--- src/hw/rtl/pwt_pkg.sv ---
// Shared types and constants for the Prewitt edge threshold block.
// Used by pwt_grad, pwt_fifo and prewitt_edge_threshold; depends on nothing.
`default_nettype none

package pwt_pkg;

  localparam int PIX_W      = 8;
  localparam int THR_W      = 11;
  localparam int WID_W      = 11;
  localparam int HEI_W      = 13;
  localparam int OUT_X_W    = 10;
  localparam int OUT_Y_W    = 12;
  localparam int GRAD_W     = 11;
  localparam int SUM_W      = 10;
  localparam int CFG_IDX_W  = 2;
  localparam int CFG_DATA_W = 13;

  localparam int FIFO_DEPTH = 4;
  localparam int FIFO_AW    = 2;
  localparam int FIFO_CW    = 3;

  localparam logic [CFG_IDX_W-1:0] REG_THRESHOLD = 2'd0;
  localparam logic [CFG_IDX_W-1:0] REG_WIDTH     = 2'd1;
  localparam logic [CFG_IDX_W-1:0] REG_HEIGHT    = 2'd2;

  localparam logic [THR_W-1:0] THRESHOLD_RESET = 11'd128;
  localparam logic [WID_W-1:0] WIDTH_RESET     = 11'd1024;
  localparam logic [HEI_W-1:0] HEIGHT_RESET    = 13'd768;

  localparam logic [PIX_W-1:0] EDGE_ON  = 8'd255;
  localparam logic [PIX_W-1:0] EDGE_OFF = 8'd0;

  typedef struct packed {
    logic               emit;
    logic [OUT_X_W-1:0] x;
    logic [OUT_Y_W-1:0] y;
    logic               last;
  } pwt_tag_t;

  typedef struct packed {
    logic [OUT_X_W-1:0] x;
    logic [OUT_Y_W-1:0] y;
    logic [PIX_W-1:0]   edge_value;
    logic               last;
  } pwt_result_t;

endpackage

`default_nettype wire

--- src/hw/rtl/pwt_fifo.sv ---
// Result queue between the gradient pipeline and the output channel.
// Four entries, head read combinationally. Depends on pwt_pkg.
`default_nettype none

module pwt_fifo (
  input  wire logic                          clk,
  input  wire logic                          rst,
  input  wire logic                          push,
  input  wire pwt_pkg::pwt_result_t          push_data,
  input  wire logic                          pop,
  output pwt_pkg::pwt_result_t               head,
  output logic [pwt_pkg::FIFO_CW-1:0]        count
);

  import pwt_pkg::*;

  pwt_result_t        entries [FIFO_DEPTH];
  logic [FIFO_AW-1:0] wr_ptr, rd_ptr;

  always_ff @(posedge clk) begin
    if (rst) begin
      wr_ptr <= '0;
      rd_ptr <= '0;
      count  <= '0;
    end else begin
      if (push) begin
        wr_ptr <= wr_ptr + 1'b1;
      end
      if (pop) begin
        rd_ptr <= rd_ptr + 1'b1;
      end
      count <= count + FIFO_CW'(push) - FIFO_CW'(pop);
    end
  end

  always_ff @(posedge clk) begin
    if (push) begin
      entries[wr_ptr] <= push_data;
    end
  end

  assign head = entries[rd_ptr];

endmodule

`default_nettype wire

--- config.mk ---
export PLATFORM = sky130hd
export DESIGN_NAME = pwt_fifo
export DESIGN_NICKNAME = d
export VERILOG_FILES = /design/src/hw/rtl/pwt_pkg.sv /design/src/hw/rtl/pwt_fifo.sv
export SDC_FILE = /design/constraint.sdc
export NUM_CORES = 1
export LEC_CHECK = 0
export BUFFER_PORTS_ARGS = -buffer_cell sky130_fd_sc_hd__buf_2
export CAP_MARGIN = 20
export CORE_ASPECT_RATIO = 1.25
export CORE_UTILIZATION = 61
export DETAILED_ROUTE_END_ITERATION = 12
export HOLD_SLACK_MARGIN = 0.1
export PLACE_DENSITY_LB_ADDON = 0.05
export RECOVER_POWER = 100
export SLEW_MARGIN = 5
export SYNTH_ARGS = -nofsm -noshare
export SYNTH_HDL_FRONTEND = slang
export SYNTH_SLANG_ARGS = --single-unit
--- constraint.sdc ---
create_clock -name clk -period 2.65 [get_ports clk]
set_input_delay 0.795 -clock clk [delete_from_list [all_inputs] [get_ports clk]]
set_output_delay 0.795 -clock clk [all_outputs]
set_load 0.03 [all_outputs]
==> impl_metrics.ini <==
[setup_path]
worst_ep_arrival_time_ns = 1.81
critical_path.endpoint_type = output pin
timing.setup.critical_path_class = reg2out
worst_path_max_fanout = 7
required_ns = 1.86
crit_path_start_kind = flop

[yosys]
mappedNetlistNets = 243
count_of_different_cell_masters_after_synthesis = 18
netlist_top_cells_area = sky130_fd_sc_hd__edfxtp_1 76%, sky130_fd_sc_hd__mux4_2 14%, sky130_fd_sc_hd__dfxtp_1 3.7%
yosysSeqAreaShare = 0.796
yosys.area.top_type_share = 0.760
synth_top_area_cell = sky130_fd_sc_hd__edfxtp_1
synthesis.area_mm2 = 0.00490
ys_warn_count = 0
postSynthRegisterBits = 133
average_size_of_a_mapped_cell_um2 = 24.4
netlist_instances = 201

[pwr]
power_total_mw = 5.70
power_leakage_nw = 2.10
powerDensity_mw_per_mm2 = 925
ir_drop_mv = 0.775

[finish]
most_common_library_cell_in_the_layout_ignoring_fill_and_taps = sky130_fd_sc_hd__edfxtp_1
drive_above_1_share = 0.336
layout.cell_area.non_filler_mm2 = 0.00616
synthToLayoutAreaGrowth_pct = 25.7
number_of_antenna_cells_inserted = 0
layout_common_cells = 124 x sky130_fd_sc_hd__edfxtp_1, 38 x sky130_fd_sc_hd__clkbuf_1, 31 x sky130_fd_sc_hd__mux4_2
total_of_fill_cells_in_the_finished_design = 411
nets = 336

[drt]
detail_route.wl_per_cell_um = 21.3
vias_post_dr = 2314
drtPass1Iterations = 4
drt-vias-per-instance = 5.76
detail-route-antenna-nets = 0
drcViolationCount = 0
finalWirelength_um = 8580
first_iter_violations = 134

[grt]
antenna_found_initial = 0
grt_start_max_net_pins = 27
global_route_wire_length_before_repair_um = 12500
globalRouteTotalUtil = 0.227
grt_overflow_total = 0
vias_in_the_first_global_route = 2367

[job]
maxCapViolCount = 0

[placed_design]
gp_congestion = 0.698
place_hpwl_um = 4900
portBuffers = 68
post_place_cell_area_mm2 = 0.00545

[die]
num_io_pins = 69
initial_core_utilization = 0.629
die_height_um = 102
dieArea_mm2 = 0.00840
core-area_mm2 = 0.00779
fp-row-count = 36
die_width_um = 82.2

[clock_tree]
cts.path.max_buffers = 2
tritoncts = done
htreeDepth = 4
cts-hold-fix-buffers = 0
cts-root-buf = sky130_fd_sc_hd__clkbuf_8
cts.clk_slew.worst_paths_ns = 0.05
tritoncts.num_buffers = 17
clock-sinks = 133
worst_skew_pair.late_latency_ns = 0.52

[sta]
setup-violations-final = 0
finalHoldViolCount = 0
worst_clock_skew_ns = 0.00443
report.final.slew_viol_count = 0
final_cycle_share = 0.983
grt_setup_unrepaired = yes
timing_worst_slew_pin_value_ns = 0.964
fmax_ghz = 0.384
post-route-min-period_ns = 2.61
timing.max_slew.rel_slack = 0.357

[run_status]
run_status = complete, no violations

[min_path]
worstHoldPathType = in2reg
[cell families after synthesis]
family          count (synthesis)  share of synthesized area
compound gates                  2                    0.00306
xor+xnor                        3                    0.00842
fa+ha+maj                       7                     0.0194
buf+inv                        12                     0.0145
flops                         133                      0.796
mux                            32                      0.145
simple gates                   12                     0.0130
[registers in the layout, summed over array words and instances, names as in the netlist, named ones only]
name and cells:
count 3, entries 124, rd_ptr 2, wr_ptr 2
[critical path, stage by stage, from the launching register on]
cell and delay (ns):
sky130_fd_sc_hd__dfxtp_4 0.42, sky130_fd_sc_hd__clkbuf_16 0.19, sky130_fd_sc_hd__mux4_2 0.52, sky130_fd_sc_hd__buf_6 0.16
[Yosys cell counts]
library cell and instances:
sky130_fd_sc_hd__a21bo_2 1, sky130_fd_sc_hd__a21oi_1 1, sky130_fd_sc_hd__fa_1 1, sky130_fd_sc_hd__buf_6 3, sky130_fd_sc_hd__mux2i_1 1, sky130_fd_sc_hd__xnor2_1 2, sky130_fd_sc_hd__inv_1 6, sky130_fd_sc_hd__edfxtp_1 124
sky130_fd_sc_hd__mux4_2 30, sky130_fd_sc_hd__dfxtp_1 9, sky130_fd_sc_hd__mux4_1 1, sky130_fd_sc_hd__ha_1 6, sky130_fd_sc_hd__xor3_1 1, sky130_fd_sc_hd__nor2b_1 2, sky130_fd_sc_hd__and2_1 4, sky130_fd_sc_hd__nor2_1 5
sky130_fd_sc_hd__buf_2 3, sky130_fd_sc_hd__nand3b_1 1
[report_power, final]
part           internal, mW  leakage [nW]  switching, mW
clock                  1.79         0.317          0.781
sequential             2.42          1.21         0.0421
combinational         0.288         0.571          0.379
total                  4.50          2.10           1.20
[per-layer routing]
metal	routed length [um]	GRT usage	vias up
met2	4650	0.369	80
met3	461	0.104	7
met4	60	0.0756	0
met1	3410	0.268	1207
li1	-	-	1020
met5	0	0	-
[timing repair]
item	4_1_cts	5_1_grt
resized for setup	4	55
endpoints found under the setup margin	26	19
setup buffers	2	0
cloned	0	1
[metrics by stage]
step           TNS, ns  setup slack (ns)  cells   util  hold slack (ns)
2_1_floorplan        0             0.651    201      -            0.492
3_3_place_gp         0             0.386    367  0.699            0.527
3_5_place_dp         0             0.360    367  0.699            0.538
4_1_cts              0           0.00254    401  0.786            0.461
5_1_grt         -0.249           -0.0388    402  0.790            0.520
6_report             0            0.0443    402  0.790            0.527
[cell type report]
type / count / area (um^2) / share of cell area
Timing Repair Buffer: 80 / 531 / 0.0861
Clock inverter: 13 / 234 / 0.0380
Tap cell: 95 / 119 / 0.0193
Clock buffer: 19 / 422 / 0.0685
Sequential cell: 133 / 3910 / 0.635
Multi-Input combinational cell: 56 / 923 / 0.150
Inverter: 6 / 22.5 / 0.00366
[final timing paths]
path	from	end	slack, ns	cells after the start
min reg2reg	rd_ptr[0]$_SDFFE_PP0P_	flop	0.59	2
min	push_data[15]	entries[1][15]$_DFFE_PP_	0.53	1
max	flop	head[30]	0.04	3
max reg2reg	wr_ptr[0]$_SDFFE_PP0P_	entries[3][26]$_DFFE_PP_	0.33	3
No activity file was read; power rests on OpenSTA's default activity.
