**src/hw/rtl/pwt_pkg.sv**
```systemverilog
// Shared types and constants for the Prewitt edge threshold block.
// Used by pwt_grad, pwt_fifo and prewitt_edge_threshold; depends on nothing.
`default_nettype none

package pwt_pkg;

  localparam int PIX_W      = 8;
  localparam int THR_W      = 11;
  localparam int WID_W      = 11;
  localparam int HEI_W      = 13;
  localparam int OUT_X_W    = 10;
  localparam int OUT_Y_W    = 12;
  localparam int GRAD_W     = 11;
  localparam int SUM_W      = 10;
  localparam int CFG_IDX_W  = 2;
  localparam int CFG_DATA_W = 13;

  localparam int FIFO_DEPTH = 4;
  localparam int FIFO_AW    = 2;
  localparam int FIFO_CW    = 3;

  localparam logic [CFG_IDX_W-1:0] REG_THRESHOLD = 2'd0;
  localparam logic [CFG_IDX_W-1:0] REG_WIDTH     = 2'd1;
  localparam logic [CFG_IDX_W-1:0] REG_HEIGHT    = 2'd2;

  localparam logic [THR_W-1:0] THRESHOLD_RESET = 11'd128;
  localparam logic [WID_W-1:0] WIDTH_RESET     = 11'd1024;
  localparam logic [HEI_W-1:0] HEIGHT_RESET    = 13'd768;

  localparam logic [PIX_W-1:0] EDGE_ON  = 8'd255;
  localparam logic [PIX_W-1:0] EDGE_OFF = 8'd0;

  typedef struct packed {
    logic               emit;
    logic [OUT_X_W-1:0] x;
    logic [OUT_Y_W-1:0] y;
    logic               last;
  } pwt_tag_t;

  typedef struct packed {
    logic [OUT_X_W-1:0] x;
    logic [OUT_Y_W-1:0] y;
    logic [PIX_W-1:0]   edge_value;
    logic               last;
  } pwt_result_t;

endpackage

`default_nettype wire

```
**src/hw/rtl/pwt_grad.sv**
```systemverilog
// 3x3 window registers, Prewitt gradients and threshold compare.
// Two stages: gradients, then magnitude and compare. Depends on pwt_pkg.
`default_nettype none

module pwt_grad (
  input  wire logic                        clk,
  input  wire logic                        rst,
  input  wire logic                        in_valid,
  input  wire pwt_pkg::pwt_tag_t           in_tag,
  input  wire logic [pwt_pkg::PIX_W-1:0]   top,
  input  wire logic [pwt_pkg::PIX_W-1:0]   mid,
  input  wire logic [pwt_pkg::PIX_W-1:0]   bot,
  input  wire logic [pwt_pkg::THR_W-1:0]   threshold,
  output logic                             busy,
  output logic                             push,
  output pwt_pkg::pwt_result_t             push_data
);

  import pwt_pkg::*;

  logic [PIX_W-1:0] win [6];

  logic [SUM_W-1:0] left_sum, right_sum, upper_sum, lower_sum;
  logic signed [GRAD_W-1:0] gx_next, gy_next;

  logic                     s2_valid;
  pwt_tag_t                 s2_tag;
  logic signed [GRAD_W-1:0] gx, gy;

  logic [GRAD_W-1:0] abs_gx, abs_gy, mag;

  always_comb begin
    left_sum  = SUM_W'(win[0]) + SUM_W'(win[1]) + SUM_W'(win[2]);
    right_sum = SUM_W'(top) + SUM_W'(mid) + SUM_W'(bot);
    upper_sum = SUM_W'(win[0]) + SUM_W'(win[3]) + SUM_W'(top);
    lower_sum = SUM_W'(win[2]) + SUM_W'(win[5]) + SUM_W'(bot);
    gx_next   = $signed({1'b0, right_sum}) - $signed({1'b0, left_sum});
    gy_next   = $signed({1'b0, lower_sum}) - $signed({1'b0, upper_sum});
  end

  always_ff @(posedge clk) begin
    if (rst) begin
      for (int i = 0; i < 6; i++) begin
        win[i] <= '0;
      end
      s2_valid <= 1'b0;
    end else begin
      s2_valid <= in_valid;
      if (in_valid) begin
        win[0] <= win[3];
        win[1] <= win[4];
        win[2] <= win[5];
        win[3] <= top;
        win[4] <= mid;
        win[5] <= bot;
      end
    end
  end

  always_ff @(posedge clk) begin
    if (in_valid) begin
      s2_tag <= in_tag;
      gx     <= gx_next;
      gy     <= gy_next;
    end
  end

  always_comb begin
    abs_gx = gx[GRAD_W-1] ? GRAD_W'(-gx) : GRAD_W'(gx);
    abs_gy = gy[GRAD_W-1] ? GRAD_W'(-gy) : GRAD_W'(gy);
    mag    = abs_gx + abs_gy;
    push   = s2_valid && s2_tag.emit;
    push_data.x          = s2_tag.x;
    push_data.y          = s2_tag.y;
    push_data.edge_value = (mag >= threshold) ? EDGE_ON : EDGE_OFF;
    push_data.last       = s2_tag.last;
  end

  assign busy = s2_valid;

endmodule

`default_nettype wire

```
**config.mk**
```make
export PLATFORM = sky130hd
export DESIGN_NAME = pwt_grad
export DESIGN_NICKNAME = d
export VERILOG_FILES = /design/src/hw/rtl/pwt_pkg.sv /design/src/hw/rtl/pwt_grad.sv
export SDC_FILE = /design/constraint.sdc
export NUM_CORES = 1
export LEC_CHECK = 0
export BUFFER_PORTS_ARGS = -buffer_cell sky130_fd_sc_hd__buf_2
export CORE_MARGIN = 4
export CORE_UTILIZATION = 45
export CTS_BUF_LIST = sky130_fd_sc_hd__clkbuf_16
export DETAILED_ROUTE_END_ITERATION = 12
export PLACE_DENSITY = 0.67
export SLEW_MARGIN = 30
export SYNTH_ARGS = -nofsm -noshare
export SYNTH_HDL_FRONTEND = slang
export SYNTH_SLANG_ARGS = --single-unit
```
**constraint.sdc**
```tcl
create_clock -name clk -period 7.32 [get_ports clk]
set_input_delay 0.366 -clock clk [delete_from_list [all_inputs] [get_ports clk]]
set_output_delay 0.366 -clock clk [all_outputs]
set_load 0.02 [all_outputs]
```
==> summary.txt <==
Status
  • Outcome: completed

Cells and area
  • Most frequent cells in the layout: edfxtp_1, buf_2, inv_1
  • Post-Layout Cell Count: 792
  • Area Growth Syn to Fin: 11.5%
  • Share of cells above drive strength 1: around a fifth
  • Final net count: 775
  • Number of diodes: 0

CTS
  • CTS Root Cell: clkbuf_16
  • Setup Buffers After CTS: 0
  • H-tree levels: 3
  • Clk buf depth: 2
  • CTS sink cnt: 95
  • CTS tree: built
  • Clock Latency Late Sink: 0.36 ns
  • CTS resizes: 0
  • CTS buffer count: 9
  • Clock-pin slew on the worst setup and hold paths: roughly 0.080 ns
  • Hold buffer count at CTS: 0

Synth
  • Synth Area in Adders: between 20% and 30%
  • Proportion of synthesized area in mux cells: 0%
  • Simple logic cell fraction of the synthesized area: roughly a tenth
  • Post-Syn Nets: 705
  • Largest family of logic cells by synthesized area: adder cells
  • Synth Area in Compound Gates: under 10%
  • Syn avg cell area: around 13 µm²
  • Sequential element share of the synthesized area: 42.7%
  • Async set-reset flop share out of synthesis: 0%
  • Synthesized instance count: 533
  • Post-synthesis xor/xnor area fraction: between 5 and 6%
  • Flops & latches, synth: 95
  • Synthesized cell area: 6670 µm²
  • Post-synth EDFFs: 94
  • Synth cell types: 39
  • Synth warn: 0
  • Post-synth top flop: edfxtp_1

Setup path
  • Reg2reg path depth: 13
  • Crit path DAT: approximately 4.1 ns
  • Req. time, crit path: a little under 7 ns
  • Reg2reg start: win[2][1]
  • Startpoint Class: register
  • Critical path type: reg -> out
  • Critical R2R Capture: gy[9]
  • FF-to-FF setup slack: around 3.7 ns
  • Max Fanout on Critical Path: 8
  • Crit. End Element: primary output

Global route
  • GRT overflow: 0
  • Largest net degree at the start of global routing: 50
  • Vias in the first global route: roughly 4,000
  • Initial antenna violation count: 0
  • GRT Overall Usage: between 10 and 15%
  • First-pass GRT wire length: between 15,000 and 20,000 µm

Routing
  • Drt total wl: approximately 11,000 µm
  • Iteration-0 DRC Markers: 182
  • DRC viols: 0
  • Antenna-violating nets left: 0
  • Via count: around 3,800
  • Mean routed wirelength per cell: about 14 µm
  • DRT Pass-1 Iters: 4
  • Vias/cell: between 4 and 5

Place
  • I/O Buffers: between 90 and 100
  • Placed instance count: between 700 and 800
  • Post-DP HPWL: 9230 µm
  • GPL Wtd Cong: roughly 0.84

Timing
  • Final Hold Fails: 0
  • Final min period: roughly 4.5 ns
  • Final setup fails: 0
  • Final period util: between 60% and 70%
  • RSZ-0062 raised after global routing: no
  • WHS: 0.171 ns
  • Setup tns final: 0 ns
  • Setup Skew: between 0.01 and 0.015 ns
  • Max Clk Rate: between 200 and 250 MHz
  • Rel. slew slack: around 55%
  • Least-Margin Pin Slew: 0.677 ns
  • Slew Viols, Final: 0

Power
  • Peak supply drop: roughly 0.63 mV
  • Switch share: 44.9%
  • Internal power: between 0.002 and 0.0025 W
  • Psw: approximately 0.0017 W
  • Combinational power share: between 60% and 70%
  • Flop pwr share: around 23%
  • Cell Pwr Density: between 500 and 600 nW/µm²
  • LEAKAGE: ~3.2 nW
  • Clock power share: 12.6%

Floorplan
  • Die height: around 130 µm
  • Row Count: 44
  • Core ar.: around 15,000 µm²
  • Initial core utilization: 45.9%
  • IO Count: 95
  • Die area: ~17,000 µm²
  • Die X: about 130 µm

Hold path
  • HP Class: in -> reg
  • Worst hold path cell count: 1
  • Hold Path End: push_data[15]
  • Min-delay src: in_tag[7]

Run
  • MaxCap Viol Count: 0
-- cell type report --
class | instances | area, µm²
multi-input cells | 323 | 3280
inverters | 78 | 293
clock inverters | 7 | 75.1
well taps | 184 | 230
repair buffers | 96 | 485
flip-flops and latches | 95 | 2840
clock buffers | 9 | 225
fillers | 1253 | 7100
-- stage by stage --
step / power, W / utilization (%) / area [µm²] / worst slack [ns]
floorplan: 0.00295 / - / 6670 / 3.19
global placement: 0.00323 / 49.1 / 7130 / 3.35
detailed placement: 0.00332 / 49.1 / 7130 / 3.19
CTS: 0.00381 / 51.2 / 7430 / 2.76
global route: 0.00415 / 51.2 / 7430 / 2.49
finish: 0.00376 / 51.2 / 7430 / 2.82
-- synthesized netlist by cell type (3+ instances only) --
cell type / n / area (µm²)
edfxtp_1: 94 / 2820
inv_1: 78 / 293
fa_1: 65 / 1300
and2_1: 50 / 313
ha_1: 45 / 563
xnor2_1: 34 / 298
buf_4: 30 / 225
a21oi_1: 18 / 90.1
nand2_1: 16 / 60.1
nand3_1: 12 / 60.1
nor2_1: 12 / 45.0
a21o_1: 8 / 60.1
o21ai_0: 8 / 40.0
clkbuf_1: 7 / 26.3
xor2_1: 6 / 52.6
nor3_1: 4 / 20.0
o211ai_1: 4 / 30.0
o21ai_1: 4 / 20.0
o31ai_1: 4 / 30.0
a31oi_1: 3 / 18.8
and3_1: 3 / 18.8
nand2b_1: 3 / 18.8
nor2b_1: 3 / 18.8
-- cell families after synthesis --
family,count (synthesis)
and+or+nand+nor,112
DFF,95
adders and majority gates,110
xor gates and xnor gates,40
buffers and inverters,115
AOI/OAI and AO/OA,61
-- sequential cells by signal, summed over array words and instances (netlist names) --
register and flops:
win 48, push_data 23, gx 11, gy 11, busy 1, s2_tag 1
-- power groups by stage --
stage | clock, W | combinational (W) | sequential [W]
after floorplan | 0 | 0.00212 | 0.000828
after global placement | 0 | 0.00238 | 0.000851
after detailed placement | 0 | 0.00246 | 0.000859
after CTS | 0.000486 | 0.00247 | 0.000847
after global routing | 0.000505 | 0.00278 | 0.000860
final | 0.000472 | 0.00244 | 0.000844
-- worst max-delay path by stage --
stage	start	endpoint	slack, ns	cells past startpoint
final	gx[3]	push_data[7]	2.82	15
after global routing	gx[3]	push_data[4]	2.49	15
after CTS	gx[3]	push_data[7]	2.76	15
after detailed placement	gx[3]	push_data[7]	3.19	15
after global placement	gx[2]	push_data[2]	3.35	15
after floorplan	gx[2]	push_data[2]	3.19	15
-- critical path, stage by stage (launching register included) --
cell	delay (ns)
edfxtp_1	0.43
nor3_1	0.41
nand3_1	0.18
nand2_1	0.11
xnor2_1	0.07
ha_1	0.36
and3_1	0.23
a2111oi_4	0.45
o21bai_1	0.10
a21oi_1	0.18
xnor2_1	0.14
ha_1	0.26
a21o_1	0.18
a211oi_1	0.26
a21oi_1	0.19
buf_2	0.20
-- layer usage --
| layer | vias up | GRT usage [%] | part of all wire, % |
|---|---|---|---|
| met5 | - | 0 | 0 |
| met4 | 0 | 6.05 | 2.0 |
| met3 | 18 | 2.58 | 3.5 |
| met2 | 55 | 23.0 | 50 |
| met1 | 1869 | 19.0 | 45 |
| li1 | 1895 | - | - |
(Power assumes the default switching activity.)
